==> config.mk <==
export PLATFORM = sky130hd
export DESIGN_NAME = timed_soft_start_motor_driver_top
export DESIGN_NICKNAME = d
export VERILOG_FILES = /design/src/sv/tssmd_pkg.sv /design/src/sv/timed_soft_start_motor_driver_top.sv /design/src/sv/tssmd_regs.sv /design/src/sv/tssmd_core.sv
export VERILOG_INCLUDE_DIRS = /design/src /design/src/sv
export SDC_FILE = /design/constraint.sdc
export NUM_CORES = 1
export LEC_CHECK = 0
export ABC_AREA = 1
export BUFFER_PORTS_ARGS = -buffer_cell sky130_fd_sc_hd__buf_4
export CORE_AREA = 2 2 192 194
export CTS_BUF_LIST = sky130_fd_sc_hd__clkbuf_8
export DETAILED_ROUTE_END_ITERATION = 10
export DIE_AREA = 0 0 194 196
export PLACE_DENSITY = 0.77
export SLEW_MARGIN = 20
export SYNTH_ARGS = -nofsm -noshare
export SYNTH_HDL_FRONTEND = slang
export SYNTH_HIERARCHICAL = 1
export SYNTH_SLANG_ARGS = --single-unit
==> constraint.sdc <==
create_clock -name clk -period 7.4 [get_ports clk]
set_input_delay 1.48 -clock clk [delete_from_list [all_inputs] [get_ports clk]]
set_output_delay 1.48 -clock clk [all_outputs]
set_load 0.05 [all_outputs]
==> src/sv/timed_soft_start_motor_driver_top_assert.svh <==
// Assertion macros for the timed soft-start motor driver.
// Used by the core and the top level; no other dependencies.
// The macros expect signals named clk and arst_n in the including module.
`ifndef TIMED_SOFT_START_MOTOR_DRIVER_TOP_ASSERT_SVH
`define TIMED_SOFT_START_MOTOR_DRIVER_TOP_ASSERT_SVH

// Same-cycle implication, checked at every rising edge outside reset.
`define TSSMD_ASSERT_IMP(lbl, ante, cons) \
	lbl: assert property (@(posedge clk) disable iff (!arst_n) (ante) |-> (cons)) \
		else $error("tssmd assertion failed");

// Next-cycle implication.
`define TSSMD_ASSERT_NXT(lbl, ante, cons) \
	lbl: assert property (@(posedge clk) disable iff (!arst_n) (ante) |=> (cons)) \
		else $error("tssmd assertion failed");

`endif

==> src/sv/tssmd_pkg.sv <==
// Shared types and codes for the timed soft-start motor driver.
// No dependencies; imported by the register block, the core and the top level.
package tssmd_pkg;

	localparam int unsigned ADDR_W = 4;
	localparam int unsigned DATA_W = 32;

	// Register indexes (byte address is four times the index).
	localparam logic [1:0] REG_RAMP_INTERVAL = 2'd0;
	localparam logic [1:0] REG_LINK_TIMEOUT  = 2'd1;
	localparam logic [1:0] REG_MOVE_SPEED    = 2'd2;

	// Reset values of the registers.
	localparam logic [7:0]  RAMP_INTERVAL_RST = 8'd2;
	localparam logic [15:0] LINK_TIMEOUT_RST  = 16'd2000;
	localparam logic [7:0]  MOVE_SPEED_RST    = 8'd200;

	// Item modes.
	localparam logic [1:0] MODE_TICK = 2'd0;
	localparam logic [1:0] MODE_MOVE = 2'd1;

	// Move kinds.
	localparam logic [2:0] DIR_FWD   = 3'd0;
	localparam logic [2:0] DIR_BACK  = 3'd1;
	localparam logic [2:0] DIR_LEFT  = 3'd2;
	localparam logic [2:0] DIR_RIGHT = 3'd3;
	localparam logic [2:0] DIR_STOP  = 3'd4;

	// Bridge codes.
	localparam logic [1:0] BRIDGE_OFF = 2'd0;
	localparam logic [1:0] BRIDGE_FWD = 2'd1;
	localparam logic [1:0] BRIDGE_REV = 2'd2;

	typedef struct packed {
		logic [7:0]  ramp_step_ms;
		logic [15:0] link_timeout_ms;
		logic [7:0]  move_speed;
	} cfg_t;

	typedef struct packed {
		logic [1:0]  mode;
		logic [2:0]  direction;
		logic [15:0] move_len;
	} item_t;

	typedef struct packed {
		logic [7:0] pwm_left;
		logic [7:0] pwm_right;
		logic [1:0] drive_left;
		logic [1:0] drive_right;
		logic       move_ack;
		logic       timer_expired;
		logic       link_lost;
	} res_t;

endpackage

==> src/sv/timed_soft_start_motor_driver_top.sv <==
// Top level of the timed soft-start two-motor driver: input register, core, result register.
// Depends on tssmd_pkg, tssmd_regs, tssmd_core and the assertion macro header.
//
//   Channel   Direction  Handshake              Contents
//   cfg       in         psel/penable/pready    ramp interval, link timeout, move speed
//   in        in         in_valid/in_ready      mode, direction, move_len
//   out       out        out_valid/out_ready    pwm, drive, move_ack, timer_expired, link_lost
//
// Each item is held in the input register and is then evaluated against the
// motor state in a single pass; its result lands in the output register on the same
// edge that commits the new state. One item is taken per cycle while the output is
// not stalled. A stalled output holds its result; the input register still accepts
// one more item behind it. Reset is asynchronous and active low and clears the valid
// flags, the motor state and the configuration, leaving the registers at their documented defaults.
module timed_soft_start_motor_driver_top (
	input  logic                          clk,
	input  logic                          arst_n,
	// Configuration port.
	input  logic                          psel,
	input  logic                          penable,
	input  logic                          pwrite,
	input  logic [tssmd_pkg::ADDR_W-1:0]  paddr,
	input  logic [tssmd_pkg::DATA_W-1:0]  pwdata,
	output logic [tssmd_pkg::DATA_W-1:0]  prdata,
	output logic                          pready,
	// Input items.
	input  logic                          in_valid,
	output logic                          in_ready,
	input  logic [1:0]                    mode,
	input  logic [2:0]                    direction,
	input  logic [15:0]                   move_len,
	// Result items.
	output logic                          out_valid,
	input  logic                          out_ready,
	output logic [7:0]                    pwm_left,
	output logic [7:0]                    pwm_right,
	output logic [1:0]                    drive_left,
	output logic [1:0]                    drive_right,
	output logic                          move_ack,
	output logic                          timer_expired,
	output logic                          link_lost
);
	import tssmd_pkg::*;

	cfg_t  cfg;
	item_t item_s1;
	logic  valid_s1;
	res_t  res;
	res_t  res_s2;
	logic  valid_s2;
	logic  advance;
	logic  in_fire;

	tssmd_regs u_regs (
		.clk     (clk),
		.arst_n  (arst_n),
		.psel    (psel),
		.penable (penable),
		.pwrite  (pwrite),
		.paddr   (paddr),
		.pwdata  (pwdata),
		.prdata  (prdata),
		.pready  (pready),
		.cfg     (cfg)
	);

	// The item in the input register is processed when the output register can take
	// its result; the state update and the result capture share that edge.
	assign advance  = valid_s1 && (!valid_s2 || out_ready);
	assign in_ready = !valid_s1 || advance;
	assign in_fire  = in_valid && in_ready;

	always_ff @(posedge clk or negedge arst_n) begin
		if (!arst_n) begin
			valid_s1 <= 1'b0;
		end else if (in_ready) begin
			valid_s1 <= in_valid;
		end
	end

	always_ff @(posedge clk) begin
		if (in_fire) begin
			item_s1.mode      <= mode;
			item_s1.direction <= direction;
			item_s1.move_len  <= move_len;
		end
	end

	tssmd_core u_core (
		.clk    (clk),
		.arst_n (arst_n),
		.fire   (advance),
		.item   (item_s1),
		.cfg    (cfg),
		.res    (res)
	);

	always_ff @(posedge clk or negedge arst_n) begin
		if (!arst_n) begin
			valid_s2 <= 1'b0;
		end else if (!valid_s2 || out_ready) begin
			valid_s2 <= valid_s1;
		end
	end

	always_ff @(posedge clk) begin
		if (advance) begin
			res_s2 <= res;
		end
	end

	assign out_valid     = valid_s2;
	assign pwm_left      = res_s2.pwm_left;
	assign pwm_right     = res_s2.pwm_right;
	assign drive_left    = res_s2.drive_left;
	assign drive_right   = res_s2.drive_right;
	assign move_ack      = res_s2.move_ack;
	assign timer_expired = res_s2.timer_expired;
	assign link_lost     = res_s2.link_lost;

`include "timed_soft_start_motor_driver_top_assert.svh"

	// A command never reports tick events in the same result.
	`TSSMD_ASSERT_IMP(a_ack_alone, (out_valid && move_ack), (!timer_expired && !link_lost))
	// A watchdog stop shows both motors halted and unpowered.
	`TSSMD_ASSERT_IMP(a_lost_halts, (out_valid && link_lost), (pwm_left == 8'd0 && pwm_right == 8'd0 && drive_left == BRIDGE_OFF && drive_right == BRIDGE_OFF))
	// With both registers full and the output stalled, nothing more is taken.
	`TSSMD_ASSERT_IMP(a_full_blocks, (valid_s1 && valid_s2 && !out_ready), (!in_ready))
	// An empty input register always accepts.
	`TSSMD_ASSERT_IMP(a_empty_accepts, (!valid_s1), (in_ready))

endmodule

==> src/sv/tssmd_regs.sv <==
// APB configuration registers of the timed soft-start motor driver.
// Depends on tssmd_pkg for the register indexes, reset values and cfg_t.
module tssmd_regs (
	input  logic                          clk,
	input  logic                          arst_n,
	input  logic                          psel,
	input  logic                          penable,
	input  logic                          pwrite,
	input  logic [tssmd_pkg::ADDR_W-1:0]  paddr,
	input  logic [tssmd_pkg::DATA_W-1:0]  pwdata,
	output logic [tssmd_pkg::DATA_W-1:0]  prdata,
	output logic                          pready,
	output tssmd_pkg::cfg_t               cfg
);
	import tssmd_pkg::*;

	logic       wr_en;
	logic [1:0] idx;
	cfg_t       cfg_q;

	assign pready = 1'b1;
	assign idx    = paddr[3:2];
	assign wr_en  = psel && penable && pwrite;
	assign cfg    = cfg_q;

	always_ff @(posedge clk or negedge arst_n) begin
		if (!arst_n) begin
			cfg_q.ramp_step_ms     <= RAMP_INTERVAL_RST;
			cfg_q.link_timeout_ms  <= LINK_TIMEOUT_RST;
			cfg_q.move_speed       <= MOVE_SPEED_RST;
		end else if (wr_en) begin
			case (idx)
				REG_RAMP_INTERVAL: cfg_q.ramp_step_ms     <= pwdata[7:0];
				REG_LINK_TIMEOUT:  cfg_q.link_timeout_ms  <= pwdata[15:0];
				REG_MOVE_SPEED:    cfg_q.move_speed       <= pwdata[7:0];
				default: ;
			endcase
		end
	end

	always_comb begin
		case (idx)
			REG_RAMP_INTERVAL: prdata = {24'd0, cfg_q.ramp_step_ms};
			REG_LINK_TIMEOUT:  prdata = {16'd0, cfg_q.link_timeout_ms};
			REG_MOVE_SPEED:    prdata = {24'd0, cfg_q.move_speed};
			default:           prdata = '0;
		endcase
	end

endmodule

==> src/sv/tssmd_core.sv <==
// Motor state and per-item update logic of the timed soft-start motor driver.
// Depends on tssmd_pkg and on the assertion macro header.
module tssmd_core (
	input  logic              clk,
	input  logic              arst_n,
	input  logic              fire,
	input  tssmd_pkg::item_t  item,
	input  tssmd_pkg::cfg_t   cfg,
	output tssmd_pkg::res_t   res
);
	import tssmd_pkg::*;

	logic [31:0] now_q, last_link_q, move_end_q, last_step_q;
	logic        armed_q;
	logic [7:0]  duty_l_q, duty_r_q, goal_l_q, goal_r_q;
	logic [1:0]  bridge_l_q, bridge_r_q;

	logic [31:0] now_d, last_link_d, move_end_d, last_step_d;
	logic        armed_d;
	logic [7:0]  duty_l_d, duty_r_d, goal_l_d, goal_r_d;
	logic [1:0]  bridge_l_d, bridge_r_d;
	logic        ack, done, lost;
	logic [31:0] now_inc, silence, past, since_step;

	function automatic logic [7:0] ramp_one(input logic [7:0] cur, input logic [7:0] goal);
		logic [7:0] nxt;
		if (cur < goal)
			nxt = cur + 8'd1;
		else if (cur > goal)
			nxt = cur - 8'd1;
		else
			nxt = cur;
		return nxt;
	endfunction

	assign now_inc    = now_q + 32'd1;
	assign silence    = now_inc - last_link_q;
	assign past       = now_inc - move_end_q;
	assign since_step = now_inc - last_step_q;

	always_comb begin
		now_d       = now_q;
		last_link_d = last_link_q;
		move_end_d  = move_end_q;
		last_step_d = last_step_q;
		armed_d     = armed_q;
		duty_l_d    = duty_l_q;
		duty_r_d    = duty_r_q;
		goal_l_d    = goal_l_q;
		goal_r_d    = goal_r_q;
		bridge_l_d  = bridge_l_q;
		bridge_r_d  = bridge_r_q;
		ack         = 1'b0;
		done        = 1'b0;
		lost        = 1'b0;
		if (item.mode == MODE_TICK) begin
			now_d = now_inc;
			// Watchdog: stop running motors after too long a silence.
			if (silence > {16'd0, cfg.link_timeout_ms} &&
			    (goal_l_q != 8'd0 || goal_r_q != 8'd0)) begin
				goal_l_d   = 8'd0;
				goal_r_d   = 8'd0;
				duty_l_d   = 8'd0;
				duty_r_d   = 8'd0;
				bridge_l_d = BRIDGE_OFF;
				bridge_r_d = BRIDGE_OFF;
				lost       = 1'b1;
			end
			// Move timer: expired once now lies strictly after the end time.
			if (armed_q && past != 32'd0 && !past[31]) begin
				goal_l_d = 8'd0;
				goal_r_d = 8'd0;
				armed_d  = 1'b0;
				done     = 1'b1;
			end
			if (since_step >= {24'd0, cfg.ramp_step_ms}) begin
				last_step_d = now_inc;
				duty_l_d    = ramp_one(duty_l_d, goal_l_d);
				duty_r_d    = ramp_one(duty_r_d, goal_r_d);
			end
		end else if (item.mode == MODE_MOVE) begin
			last_link_d = now_q;
			move_end_d  = now_q + {16'd0, item.move_len};
			armed_d     = 1'b1;
			ack         = 1'b1;
			case (item.direction)
				DIR_FWD: begin
					bridge_l_d = BRIDGE_FWD;
					bridge_r_d = BRIDGE_FWD;
					goal_l_d   = cfg.move_speed;
					goal_r_d   = cfg.move_speed;
				end
				DIR_BACK: begin
					bridge_l_d = BRIDGE_REV;
					bridge_r_d = BRIDGE_REV;
					goal_l_d   = cfg.move_speed;
					goal_r_d   = cfg.move_speed;
				end
				DIR_LEFT: begin
					bridge_l_d = BRIDGE_REV;
					bridge_r_d = BRIDGE_FWD;
					goal_l_d   = cfg.move_speed;
					goal_r_d   = cfg.move_speed;
				end
				DIR_RIGHT: begin
					bridge_l_d = BRIDGE_FWD;
					bridge_r_d = BRIDGE_REV;
					goal_l_d   = cfg.move_speed;
					goal_r_d   = cfg.move_speed;
				end
				DIR_STOP: begin
					goal_l_d   = 8'd0;
					goal_r_d   = 8'd0;
					duty_l_d   = 8'd0;
					duty_r_d   = 8'd0;
					bridge_l_d = BRIDGE_OFF;
					bridge_r_d = BRIDGE_OFF;
				end
				default: ;
			endcase
		end else begin
			last_link_d = now_q;
		end
	end

	always_ff @(posedge clk or negedge arst_n) begin
		if (!arst_n) begin
			now_q       <= '0;
			last_link_q <= '0;
			move_end_q  <= '0;
			last_step_q <= '0;
			armed_q     <= 1'b0;
			duty_l_q    <= '0;
			duty_r_q    <= '0;
			goal_l_q    <= '0;
			goal_r_q    <= '0;
			bridge_l_q  <= BRIDGE_OFF;
			bridge_r_q  <= BRIDGE_OFF;
		end else if (fire) begin
			now_q       <= now_d;
			last_link_q <= last_link_d;
			move_end_q  <= move_end_d;
			last_step_q <= last_step_d;
			armed_q     <= armed_d;
			duty_l_q    <= duty_l_d;
			duty_r_q    <= duty_r_d;
			goal_l_q    <= goal_l_d;
			goal_r_q    <= goal_r_d;
			bridge_l_q  <= bridge_l_d;
			bridge_r_q  <= bridge_r_d;
		end
	end

	assign res.pwm_left      = duty_l_d;
	assign res.pwm_right     = duty_r_d;
	assign res.drive_left    = bridge_l_d;
	assign res.drive_right   = bridge_r_d;
	assign res.move_ack      = ack;
	assign res.timer_expired = done;
	assign res.link_lost     = lost;

`include "timed_soft_start_motor_driver_top_assert.svh"

	// A nonzero goal is only ever set together with both bridges.
	`TSSMD_ASSERT_IMP(a_goal_has_bridge, (goal_l_q != 8'd0 || goal_r_q != 8'd0), (bridge_l_q != BRIDGE_OFF && bridge_r_q != BRIDGE_OFF))

endmodule

-- After elaboration in Yosys (flattened, before gate mapping)
Index checks and enable logic that the tools add are counted.
- RAM bits: 0
- output and inout bits: 58
- ROM bits: 0
- memories kept: 0
- latch bits: 0
- register bits after elaboration: 243
- bits of input ports: 64
- muxes and demuxes: 41
- $add $sub $neg: 9
- equality and inequality tests: 8
- magnitude comparators: 6
- $mul: 0
- bitwise logic cells: 1
- div/mod/pow operators: 0
- reductions and logical operators: 35
- shifts and indexed selects: 0
- operators with widths (operator ; number):
    2-to-1 mux 8 bit ; 25
    subtractor 32 bit ; 3
    case mux 16 bit (3 select lines) ; 1
    adder 32 x 1 -> 32 bit (second input constant) ; 1
    adder 32 x 16 -> 32 bit ; 1
    >= comparator 32 x 8 -> 1 bit ; 1
    > comparator 32 x 16 -> 1 bit ; 1
    nonzero test 32 bit ; 1
    adder 8 x 1 -> 8 bit (second input constant) ; 2
    > comparator 8 bit ; 2
    < comparator 8 bit ; 2
    case mux 8 bit (2 select lines) ; 1
    nonzero test 8 bit ; 2
    subtractor 8 x 1 -> 8 bit (second input constant) ; 2
    2-to-1 mux 2 bit ; 6
    case mux 2 bit (3 select lines) ; 2
    AND reduction 3 bit ; 4
    AND reduction 2 bit ; 5
    OR reduction 2 bit ; 4
    logical AND 1 bit ; 7
    == test 3 x 2 -> 1 bit (second input constant) ; 2
    2-to-1 mux 1 bit ; 6
    == test 2 x 1 -> 1 bit (second input constant) ; 2
    logical NOT 2 bit ; 2
    other kinds (11) ; 15

-- Longest topological paths before layout
Gate-level depths: netlist (run 1).
- word-level depth: 12
- mapped depth: 56
- gate-level depth less buffers: 53

-- By module
The synthesis (run 1) kept the hierarchy.
- modules (own cells, without submodules) (module ; seq. area each (um2) ; instances ; cells each ; area each (um2)):
    tssmd_core ; 4129.0 ; 1 ; 2569 ; 16494.6
    tssmd_regs ; 813.3 ; 1 ; 215 ; 1655.3
    timed_soft_start_motor_driver_top ; 1371.3 ; 1 ; 56 ; 1416.4

-- Worst setup path before layout (run 1)
Ideal clock, no wire load.
- kind: register to register
- from: register u_core.now_q[0]
- to: register res_s2 (netlist bit pwm_left[4]) (data pin)
- required time: 7138 ps
- arrival time: 5946 ps
- path buffers: 3
- stages on the path, launching flop included: 46
- setup time: 262 ps
- setup slack: 1192 ps
- cells stage by stage: dfrtp_1 -> nand3_2 -> nor2_2 -> nand2_1 -> nor4_1 -> nand2_1 -> nor2_1 -> inv_1 -> nor4_1 -> nand2_1 -> nor2_1 -> xor2_1 -> inv_1 -> ha_1 -> inv_1 -> nor3_1 -> nand2_1 -> nor3_1 -> [... 10 more ...] -> buf_6 -> buf_6 -> nor2_2 -> nand2_1 -> ha_1 -> a21oi_1 -> nor2_1 -> a211oi_1 -> nand2_1 -> inv_1 -> nor2_1 -> nand2_1 -> inv_1 -> nand2_1 -> nand2_1 -> nand3_1 -> xor2_1 -> a21boi_1
- RTL lines (what ; line ; source):
    start: declaration ; tssmd_core.sv:13 ; logic [31:0] now_q, last_link_q, move_end_q, last_step_q;
    start signal: assignment ; tssmd_core.sv:140 ; now_q <= now_d;
    end signal: assignment ; timed_soft_start_motor_driver_top.sv:108 ; res_s2 <= res;
    end: declaration ; timed_soft_start_motor_driver_top.sv:49 ; res_t res_s2;

==> results of run 1 <==
==> worst max path at each step <==
stage,to,slack (ps),cells past startpoint
2_1_floorplan,pwm_left[4]$_DFFE_PP_,1190,45
3_3_place_gp,pwm_right[7]$_DFFE_PP_,500,41
3_5_place_dp,pwm_right[7]$_DFFE_PP_,380,41
4_1_cts,pwm_right[7]$_DFFE_PP_,350,43
5_1_grt,pwm_left[1]$_DFFE_PP_,20,38
6_report,pwm_right[7]$_DFFE_PP_,580,39
==> cell type report <==
| class | count | share of cell area |
|---|---|---|
| inverters | 467 | 0.0804 |
| well taps | 468 | 0.0267 |
| repair buffers | 137 | 0.0479 |
| clock inverters | 29 | 0.00924 |
| clock buffers | 54 | 0.0339 |
| flip-flops and latches | 243 | 0.288 |
| multi-input cells | 2078 | 0.514 |
==> repair_timing <==
item                       CTS  global route
resized for setup            0            30
setup endpoints to repair    0            30
buffers inserted             0             0
==> worst max-delay path: cells and delay by family (launching register included) <==
kind                       cells  cell delay [ps]
AOI/OAI and AO/OA              2              150
DFF                            1              470
and+or+nand+nor               28             3990
buffers and inverters          6              890
xor gates and xnor gates       1              300
adders and majority gates      2              730
==> power groups by stage <==
stage | registers [mW] | logic (mW) | clock network (mW)
after detailed placement | 1.87 | 5.22 | 0
after global placement | 1.86 | 5.07 | 0
final | 1.85 | 5.32 | 1.36
after floorplan | 1.85 | 3.81 | 0
after CTS | 1.85 | 5.25 | 1.40
after global routing | 1.89 | 6.01 | 1.45
==> registers in the layout, summed over array words and instances (netlist names), 21 cells and up <==
signal,cells
item_s1,21
u_core/last_link_q,32
u_core/last_step_q,32
u_core/move_end_q,32
u_core/now_q,32
u_regs/cfg,32
==> per-layer routing <==
layer | vias to the layer above | GRT usage
li1 | 9314 | -
met1 | 8665 | 0.360
met2 | 502 | 0.510
met3 | 105 | 0.0423
met4 | 0 | 0.0912
met5 | - | 0
==> synthesized netlist by cell type, types with 10 or more instances <==
master | instances | share of area
buf_4 | 20 | 0.0077
nor2_2 | 19 | 0.0061
nor3_1 | 31 | 0.0079
nor2_1 | 209 | 0.040
a31oi_1 | 12 | 0.0038
nand3_1 | 153 | 0.039
a21oi_1 | 143 | 0.037
inv_1 | 454 | 0.087
o21ai_0 | 182 | 0.047
nand4_1 | 33 | 0.011
dfrtp_1 | 189 | 0.24
xor2_1 | 89 | 0.040
o21ai_1 | 14 | 0.0036
nand2_2 | 10 | 0.0032
xnor2_1 | 27 | 0.012
edfxtp_1 | 44 | 0.068
dfstp_2 | 10 | 0.013
nand2_1 | 873 | 0.17
buf_2 | 10 | 0.0026
clkbuf_1 | 29 | 0.0056
a21o_1 | 11 | 0.0042
ha_1 | 155 | 0.099
==> placed cells by master, fill, tap and decap left out, drive strengths merged, types with 4 or more instances in the layout <==
| cell | Yosys | layout |
|---|---|---|
| nand2 | 887 | 887 |
| inv | 463 | 481 |
| nor2 | 232 | 232 |
| o21ai | 200 | 200 |
| dfrtp | 189 | 189 |
| nand3 | 158 | 158 |
| ha | 155 | 155 |
| a21oi | 144 | 144 |
| buf | 36 | 136 |
| xor2 | 89 | 89 |
| clkbuf | 31 | 55 |
| edfxtp | 44 | 44 |
| nand4 | 35 | 35 |
| nor3 | 34 | 34 |
| xnor2 | 27 | 27 |
| conb | 2 | 17 |
| a31oi | 12 | 12 |
| a21o | 11 | 11 |
| clkinv | 4 | 11 |
| dfstp | 10 | 10 |
| a21boi | 10 | 10 |
| o21bai | 9 | 9 |
| nor4 | 9 | 9 |
| o21a | 7 | 7 |
| nand3b | 6 | 6 |
| and2 | 5 | 5 |
| o211ai | 4 | 4 |
| fa | 4 | 4 |
==> logic make-up after synthesis <==
logic type,Yosys count,share of synthesized area
AO/OA/AOI/OAI,411,0.115
XOR/XNOR,116,0.0519
adder cells (fa/ha/maj),159,0.103
buffers and inverters,534,0.110
flip-flops,243,0.323
multiplexers,1,0.000575
other,2,0.000384
AND/OR/NAND/NOR,1374,0.296
==> through the flow <==
| step | std cells | worst slack (ps) | utilization |
|---|---|---|---|
| after floorplan | 2855 | 1190 | - |
| after global placement | 3393 | 498 | 0.579 |
| after detailed placement | 3393 | 381 | 0.579 |
| after CTS | 3476 | 350 | 0.605 |
| after global routing | 3476 | 24.7 | 0.608 |
| final | 3476 | 581 | 0.608 |
==> metrics, run 1 <==
critical path's most frequent cell=nand2_1; vias in the first global route=18200; H-Tree Depth=2; CP endpoint kind=flip-flop; Rows=70; total grt overflow=0; initial cell density of the core=0.542; core area=36100 um^2; Post-Syn Instances=2840; dpl cell area=20900 um^2; layout cells sized above 1=0.102; hold path depth=2; hold_ws=476 ps; setup violators final=0; largest net degree at the start of global routing=78; cell area after synthesis=19600 um^2; switching share of total power=0.495; Yosys reg bits=243; DP HPWL=43.0 mm; Pins Over Slew Limit=0; synth warn=6; Final Skew=19.9 ps; Synth cell types=66; Min-Delay Startpoint=u_regs/cfg[16]$_DFFE_PN1P_; Gate power share=0.623; Routed WL=54.5 mm; Power, Total=8.54 mW; FF-to-FF End=pwm_right[7]$_DFFE_PP_; Max VDD drop=0.000202 V; setup slack, reg-to-reg=580 ps; I/O Buffers=86; DR pass1 iterations=6; die area=38000 um^2; hold buffers post-CTS=0; CP max stage cell=or4_1; type of origin of the critical path=flip-flop; Final GP Congestion=0.957; worst-skew pair later-pin latency=610 ps; syn_area_per_cell=6.89 um^2; MaxCap Viol Count=0; WP data arrival=7150 ps; clock buffer depth=3; met2 routed WL=26.7 mm; FMAX=0.147 GHz; CP max stage delay=580 ps; GRT Total Usage=0.287; max layer used=met4; number of remaining DRC errors=0; sequential fraction of the synthesis area=0.323; final hold vios=0; met1 WL=23.3 mm; die height=196 um; die width=194 um; final instance area=21900 um^2; PwrDens=389 nW/um^2; sw power=4.23 mW; Layout area overhead=12.1%; WL/cell=15.7 um; Internal Pwr Total=4.31 mW; Reg area=6320 um^2; period utilization=0.921; setup TNS=0 ps; Worst R2R Path Depth=39; first-pass GRT wire length=89.0 mm; worst slew pin tran=1020 ps; Clock Power Share=0.160; clock slew at reported path FFs=60 ps; total CTS buffers=45; Reg power frac=0.217; number of inserted diodes=0; Final ANT Viol Nets=0; clk root buf=clkbuf_8; unrepaired setup endpoints after global routing=no; Min-Delay Path Class=flip-flop to flip-flop; via count=18600; met3 WL post-DR=2.93 mm; critical path fanouts, max=14; IO Pins=122; status=finished clean; worst path required time=7730 ps; detailed router's first-iteration violation count=1245; clk sinks=243; RR Startpoint=u_core/now_q[10]$_DFFE_PN0P_; filler cell count=3417; fin nets=3195; Hold Path End=u_regs/cfg[16]$_DFFE_PN1P_; slew margin rel.=0.313; Tmin final=6820 ps; Leakage=11.7 nW; Post-synth EDFFs=44; detailed-route vias per instance=5.35; area of the multi-input gates=11300 um^2; Worst Setup Path Type=flip-flop to flip-flop; CTS tree=built; FFs w/ async S/R, synth=0.819; number of antenna violations at the first check in global routing=0; Main synth FF type=dfrtp_1; CP Launch Point=u_core/now_q[10]$_DFFE_PN0P_
Power figures use the tool's default switching activity.
==> run 2, diff against run 1 <==
Settings changed: RECOVER_POWER from default to 50.
==> run 2 against run 1 <==
Compared with the run above:
- the run now ends with capacitance limit, slew limit left
- register-to-register slack hardly changed
- worst hold slack better by 1.4 ps
- critical endpoint unchanged
- utilization is 0.14 points lower
- sequential share of layout area is 0.066 points higher
- critical path depth is 6 higher
- total power is 0.10% lower
- clock skew hardly changed
- wire length is 0.24% lower
- highest routed layer unchanged
- global-route usage stayed put
- via count hardly changed
==> metrics, run 2 (synthesized netlist as in run 1, its figures left out) <==
placed insts=3393 (unchanged); total CTS buffers=45 (unchanged); critical path's most frequent cell=nand2_1; Power, Total=8.53 mW (-0.10%); worst path required time=7730 ps (about the same); FF-to-FF End=pwm_right[7]$_DFFE_PP_; Final Skew=20.1 ps (+0.149 ps); most common cell after layout, fill and taps aside=nand2_1; via count=18600 (+0.011%); fin nets=3195 (unchanged); commonest cells after routing, fill and taps aside=873 x nand2_1, 467 x inv_1, 208 x nor2_1; IO Pins=122 (unchanged); H-Tree Depth=2 (unchanged); I/O Buffers=86 (unchanged); Post-Layout Cell Count=3476 (unchanged); PwrDens=390 nW/um^2 (+0.13%); DP HPWL=43.0 mm (unchanged); detailed router's first-iteration violation count=1348 (+8.3%); largest net degree at the start of global routing=78 (unchanged); period utilization=0.920 (-0.00151); Gate power share=0.623 (about the same); layout cells sized above 1=0.100 (-0.00233); setup slack, reg-to-reg=590 ps (about the same); DR pass1 iterations=5 (-1); Final GP Congestion=0.957 (unchanged); type of origin of the critical path=flip-flop; Max VDD drop=0.000201 V (-0.29%); clock buffer depth=3 (unchanged); dpl cell area=20900 um^2 (unchanged); CP max stage cell=dfrtp_1; final instance area=21900 um^2 (-0.23%); CP max stage delay=450 ps (-130 ps); CTS tree=built; detailed-route vias per instance=5.35 (about the same); total grt overflow=0 (unchanged); WL/cell=15.6 um (-0.24%); hold buffers post-CTS=0 (unchanged); CP endpoint kind=flip-flop; Reg power frac=0.217 (about the same); Leakage=11.6 nW (-0.36%); Pins Over Slew Limit=204 (+204); Tmin final=6810 ps (-11.2 ps); MaxCap Viol Count=3 (+3); first-pass GRT wire length=89.0 mm (unchanged); failing checks=capacitance limit, slew limit; slew margin rel.=-1.89 (-2.21); number of remaining DRC errors=0 (unchanged); switching share of total power=0.495 (about the same); setup TNS=0 ps (unchanged); FMAX=0.147 GHz (+0.16%); sw power=4.22 mW (-0.14%); core area=36100 um^2 (unchanged); die width=194 um (unchanged); Post-Route Utilization=0.606 (-0.00139); WP data arrival=7140 ps (about the same); status=finished with violations; Worst R2R Path Depth=45 (+15%); unrepaired setup endpoints after global routing=no; initial cell density of the core=0.542 (unchanged); Min-Delay Startpoint=u_core/bridge_r_q[0]$_DFFE_PN0P_; GRT Total Usage=0.287 (unchanged); die area=38000 um^2 (unchanged); RR Startpoint=u_core/now_q[3]$_DFFE_PN0P_; Worst Setup Path Type=flip-flop to flip-flop; worst slew pin tran=4340 ps (+3310 ps); Final ANT Viol Nets=0 (unchanged); hold path depth=2 (unchanged); Setup Slack @ Placement=381 ps (unchanged); Min-Delay Path Class=flip-flop to flip-flop; final hold vios=0 (unchanged); clk sinks=243 (unchanged); clk root buf=clkbuf_8; Worst Slack Setup Final=592 ps (+11.2 ps); clock slew at reported path FFs=60 ps (about the same); critical path fanouts, max=14 (unchanged); Routed WL=54.3 mm (-0.24%); Layout area overhead=11.8%; Hold Path End=u_core/bridge_r_q[0]$_DFFE_PN0P_; die height=196 um (unchanged); hold_ws=478 ps (+1.37 ps); setup violators final=0 (unchanged); number of antenna violations at the first check in global routing=0 (unchanged); Rows=70 (unchanged); Internal Pwr Total=4.30 mW (about the same); Clock Power Share=0.160 (about the same); vias in the first global route=18200 (unchanged); number of inserted diodes=0 (unchanged); worst-skew pair later-pin latency=610 ps (about the same)
## run 2: changes by cell type in the layout (fill, tap and decap cells not counted)
cell / change
inv_1: +1
nand3_2: -1
nand3_1: +1
nor2_8: -1
nor2_2: -1
clkbuf_2: +2
nand2_1: +1
clkbuf_8: -1
inv_2: -1
nand2_4: -1
buf_4: -25
clkbuf_1: +2
clkbuf_4: +22
nor2_1: +2
## run 2: worst max path at each step
stage	startpoint	end	slack (ps)	depth (start not counted)
finish	u_core/now_q[3]$_DFFE_PN0P_	pwm_right[7]$_DFFE_PP_	590	45
global route	u_core/now_q[1]$_DFFE_PN0P_	pwm_left[1]$_DFFE_PP_	20	38
CTS	u_core/now_q[12]$_DFFE_PN0P_	pwm_right[7]$_DFFE_PP_	350	43
detailed placement	u_core/now_q[2]$_DFFE_PN0P_	pwm_right[7]$_DFFE_PP_	380	41
global placement	u_core/now_q[2]$_DFFE_PN0P_	pwm_right[7]$_DFFE_PP_	500	41
floorplan	u_core/now_q[0]$_DFFE_PN0P_	pwm_left[4]$_DFFE_PP_	1190	45
## run 2: final cells by class
type | count | area, um^2
fill | 3421 | 14200
multi-input combinational | 2078 | 11200
sequential | 243 | 6320
inverter | 467 | 1760
timing repair buffer | 137 | 1030
clock buffer | 54 | 743
tap | 468 | 586
clock inverter | 29 | 203
## run 2: repair_timing
action                                  4_1_cts  5_1_grt
gates resized for setup                       0       30
endpoints found under the setup margin        0       30
buffers inserted                              0        0
## run 2: power by group through the flow
stage	clock network (mW)	registers [mW]	logic, mW
floorplan	0	1.85	3.81
global placement	0	1.86	5.07
detailed placement	0	1.87	5.22
CTS	1.40	1.85	5.25
global route	1.45	1.89	6.01
finish	1.36	1.85	5.31
## run 2: metal layers
layer | GRT usage | share of wire | vias up
li1 | - | - | 9308
met1 | 0.360 | 0.43 | 8689
met2 | 0.510 | 0.49 | 489
met3 | 0.0423 | 0.055 | 102
met4 | 0.0912 | 0.027 | 0
met5 | 0 | 0 | -
## run 2: worst max-delay path: cells and delay by family (launching register included)
kind            cells  cell delay (ps)
compound gates      6              850
buf+inv             7              980
fa+ha+maj           3              950
simple gates       27             2820
xor+xnor            2              450
flops               1              450
==> run 3, diff against run 2 <==
Settings changed: ABC_CLOCK_PERIOD_IN_PS from default to 7400, CORE_AREA 2 2 192 194 to 2 2 191 193, DIE_AREA 0 0 194 196 to 0 0 193 195, SYNTH_HIERARCHICAL 1 to default.
==> run 3 against run 2 <==
Compared with the run above:
- the flow still finishes with violations (capacitance limit, slew limit)
- final cell count fell by 2.4%
- global-route usage rose by 1.1 points
- critical endpoint is now pwm_left[7]$_DFFE_PP_
- non-clock buffer count fell by 12
- die area fell by 1.0%
- first-iteration DRC count fell by 3.6%
==> metrics, run 3 <==
status=finished with violations; failing checks=capacitance limit, slew limit; Pins Over Slew Limit=246 (+21%); syn_area_per_cell=6.98 um^2 (+1.3%); largest area contributor in the synthesized netlist=dfrtp_1; detailed-route vias per instance=5.37 (+0.46%); clk sinks=243 (unchanged); worst slew pin tran=3940 ps (-395 ps); Worst Slack Setup Final=527 ps (-64.7 ps); number of inserted diodes=0 (unchanged); Post-Route Utilization=0.612 (+0.00585); fin nets=3119 (-2.4%); total CTS buffers=43 (-4.4%); Synth top area share=0.244 (+0.00198); FMAX=0.146 GHz (-0.94%); Yosys reg bits=243 (unchanged); die height=195 um (-0.51%); number of remaining DRC errors=0 (unchanged); Routed WL=54.9 mm (+1.1%); Setup Slack @ Placement=333 ps (-48.1 ps); detailed router's first-iteration violation count=1299 (-3.6%); Worst R2R Path Depth=47 (+4.4%); met3 WL post-DR=2.99 mm (+0.74%); clk root buf=clkbuf_8; critical path's most frequent cell=nand2_1; core area=35400 um^2 (-1.9%); slew margin rel.=-1.63 (+0.264); WP data arrival=7200 ps (+60 ps); DP HPWL=43.5 mm (+1.1%); Min-Delay Path Class=flip-flop to flip-flop; most common library cells after synthesis=744 x nand2_1, 435 x inv_1, 235 x nor2_1; initial cell density of the core=0.548 (+0.00605); GRT Total Usage=0.298 (+0.0106); most common cell after layout, fill and taps aside=nand2_1; MaxCap Viol Count=4 (+1); CP endpoint kind=flip-flop; die width=193 um (-0.52%); hold path depth=2 (unchanged); final hold vios=0 (unchanged); die area=37600 um^2 (-1.0%); met1 WL=23.8 mm (+2.8%); Min-Delay Startpoint=u_core.duty_l_q[7]$_DFFE_PN0P_; vias in the first global route=17800 (-2.2%); total grt overflow=0 (unchanged); Max VDD drop=0.000247 V (+23%); PwrDens=467 nW/um^2 (+20%); Worst Setup Path Type=flip-flop to flip-flop; Tmin final=6870 ps (+64.7 ps); via count=18200 (-1.9%); count leader, synth=nand2_1; cell area after synthesis=19400 um^2 (-0.81%); sequential fraction of the synthesis area=0.325 (+0.00264); RR Startpoint=u_core.now_q[1]$_DFFE_PN0P_; synth warn=0 (-6); top post-synthesis cells by area=dfrtp_1 24%, nand2_1 14%, ha_1 9.9%; Post-Syn Instances=2782 (-2.0%); I/O Buffers=86 (unchanged); Synth cell types=57 (-14%); DR pass1 iterations=6 (+1); number of antenna violations at the first check in global routing=0 (unchanged); CP max stage delay=410 ps (-40 ps); period utilization=0.929 (+0.00874); Post-synth EDFFs=44 (unchanged); max layer used=met4; type of origin of the critical path=flip-flop; clock buffer depth=3 (unchanged); Layout area overhead=11.7%; commonest cells after routing, fill and taps aside=741 x nand2_1, 442 x inv_1, 227 x nor2_1; layout cells sized above 1=0.0989 (-0.00116); CP Launch Point=u_core.now_q[1]$_DFFE_PN0P_; Main synth FF type=dfrtp_1; met2 routed WL=26.0 mm (-2.8%); worst path required time=7730 ps (about the same); FFs w/ async S/R, synth=0.819 (unchanged); Rows=69 (-1.4%); H-Tree Depth=2 (unchanged); hold_ws=482 ps (+4.23 ps); WL/cell=16.2 um (+3.6%); clock slew at reported path FFs=60 ps (about the same); largest net degree at the start of global routing=129 (+65%); filler cell count=3310 (-3.2%); Final Skew=45.6 ps (+25.5 ps); setup violators final=0 (unchanged); Final GP Congestion=0.939 (-1.9%); worst-skew pair later-pin latency=610 ps (about the same); CP max stage cell=dfrtp_1; IO Pins=122 (unchanged); Final ANT Viol Nets=0 (unchanged); critical path fanouts, max=7 (-7); first-pass GRT wire length=89.4 mm (+0.43%); CTS tree=built; Leakage=11.3 nW (-3.1%)
-- run 3: changes by cell type in the layout (fill, tap and decap cells not counted), moves of 14 or more --
cell / previous run / this run
a21oi_1: 142 / 161
buf_4: 109 / 95
inv_1: 467 / 442
nand2_1: 873 / 741
nand3_1: 154 / 140
nor2_1: 208 / 227
o21ai_0: 181 / 208
-- run 3: cell families (layout without fill, tap and decap cells) --
group	after synthesis	count (layout)	share of synthesized area
AND/OR/NAND/NOR	1245	1245	0.271
buffers and inverters	526	661	0.108
AO/OA/AOI/OAI	489	489	0.139
flip-flops	243	243	0.325
adder cells (fa/ha/maj)	158	158	0.103
XOR/XNOR	119	119	0.0537
other	2	17	0.000387
-- run 3: cell type report --
cell class,count,area (um^2),area share
tap,461,577,0.0266
multi-input combinational,2028,11100,0.514
inverter,456,1720,0.0792
clock buffer,54,743,0.0343
sequential,243,6310,0.291
timing repair buffer,125,933,0.0431
clock inverter,26,240,0.0111
-- run 3: final timing paths --
| kind | endpoint | slack [ps] |
|---|---|---|
| max in group asynchronous | u_core.last_link_q[25]$_DFFE_PN0P_ | 1440 |
| min in group asynchronous | u_core.bridge_r_q[1]$_DFFE_PN0P_ | 1390 |
| setup / recovery | pwm_left[7]$_DFFE_PP_ | 530 |
| hold / removal | u_core.duty_l_q[7]$_DFFE_PN0P_ | 480 |
| hold reg to reg | u_core.duty_l_q[7]$_DFFE_PN0P_ | 480 |
| setup reg to reg | pwm_left[7]$_DFFE_PP_ | 530 |
-- run 3: per-layer routing --
metal  global-route usage  vias up
met1                0.387     8353
met4                0.118        0
met2                0.501      565
met5                    0        -
li1                     -     9179
met3               0.0395      131
-- run 3: metrics by stage --
stage / total power [mW] / setup TNS (ps) / std cells / cell area (um^2)
2_1_floorplan: 6.86 / 0 / 2797 / 19500
3_3_place_gp: 8.43 / 0 / 3310 / 20600
3_5_place_dp: 8.58 / 0 / 3310 / 20600
4_1_cts: 10.0 / 0 / 3390 / 21600
5_1_grt: 11.1 / -846 / 3393 / 21700
6_report: 10.1 / 0 / 3393 / 21700
-- run 3: power breakdown --
group / switching, mW / total, mW / internal (mW)
logic: 4.35 / 6.67 / 2.32
clock network: 0.612 / 1.42 / 0.807
registers: 0.279 / 2.03 / 1.75
total: 5.25 / 10.1 / 4.88
-- run 3: timing repair --
| action | in CTS | in global routing |
|---|---|---|
| hold buffers | 0 | 0 |
| setup buffers | 0 | 2 |
| gates resized for setup | 0 | 20 |
| endpoints found under the setup margin | 0 | 32 |
-- run 3: critical path, delay by kind of cell (launching register included) --
family / cells / cell delay (ps)
AOI/OAI and AO/OA: 4 / 630
adders and majority gates: 4 / 1180
and+or+nand+nor: 29 / 3160
xor gates and xnor gates: 2 / 390
DFF: 1 / 410
buffers and inverters: 8 / 760
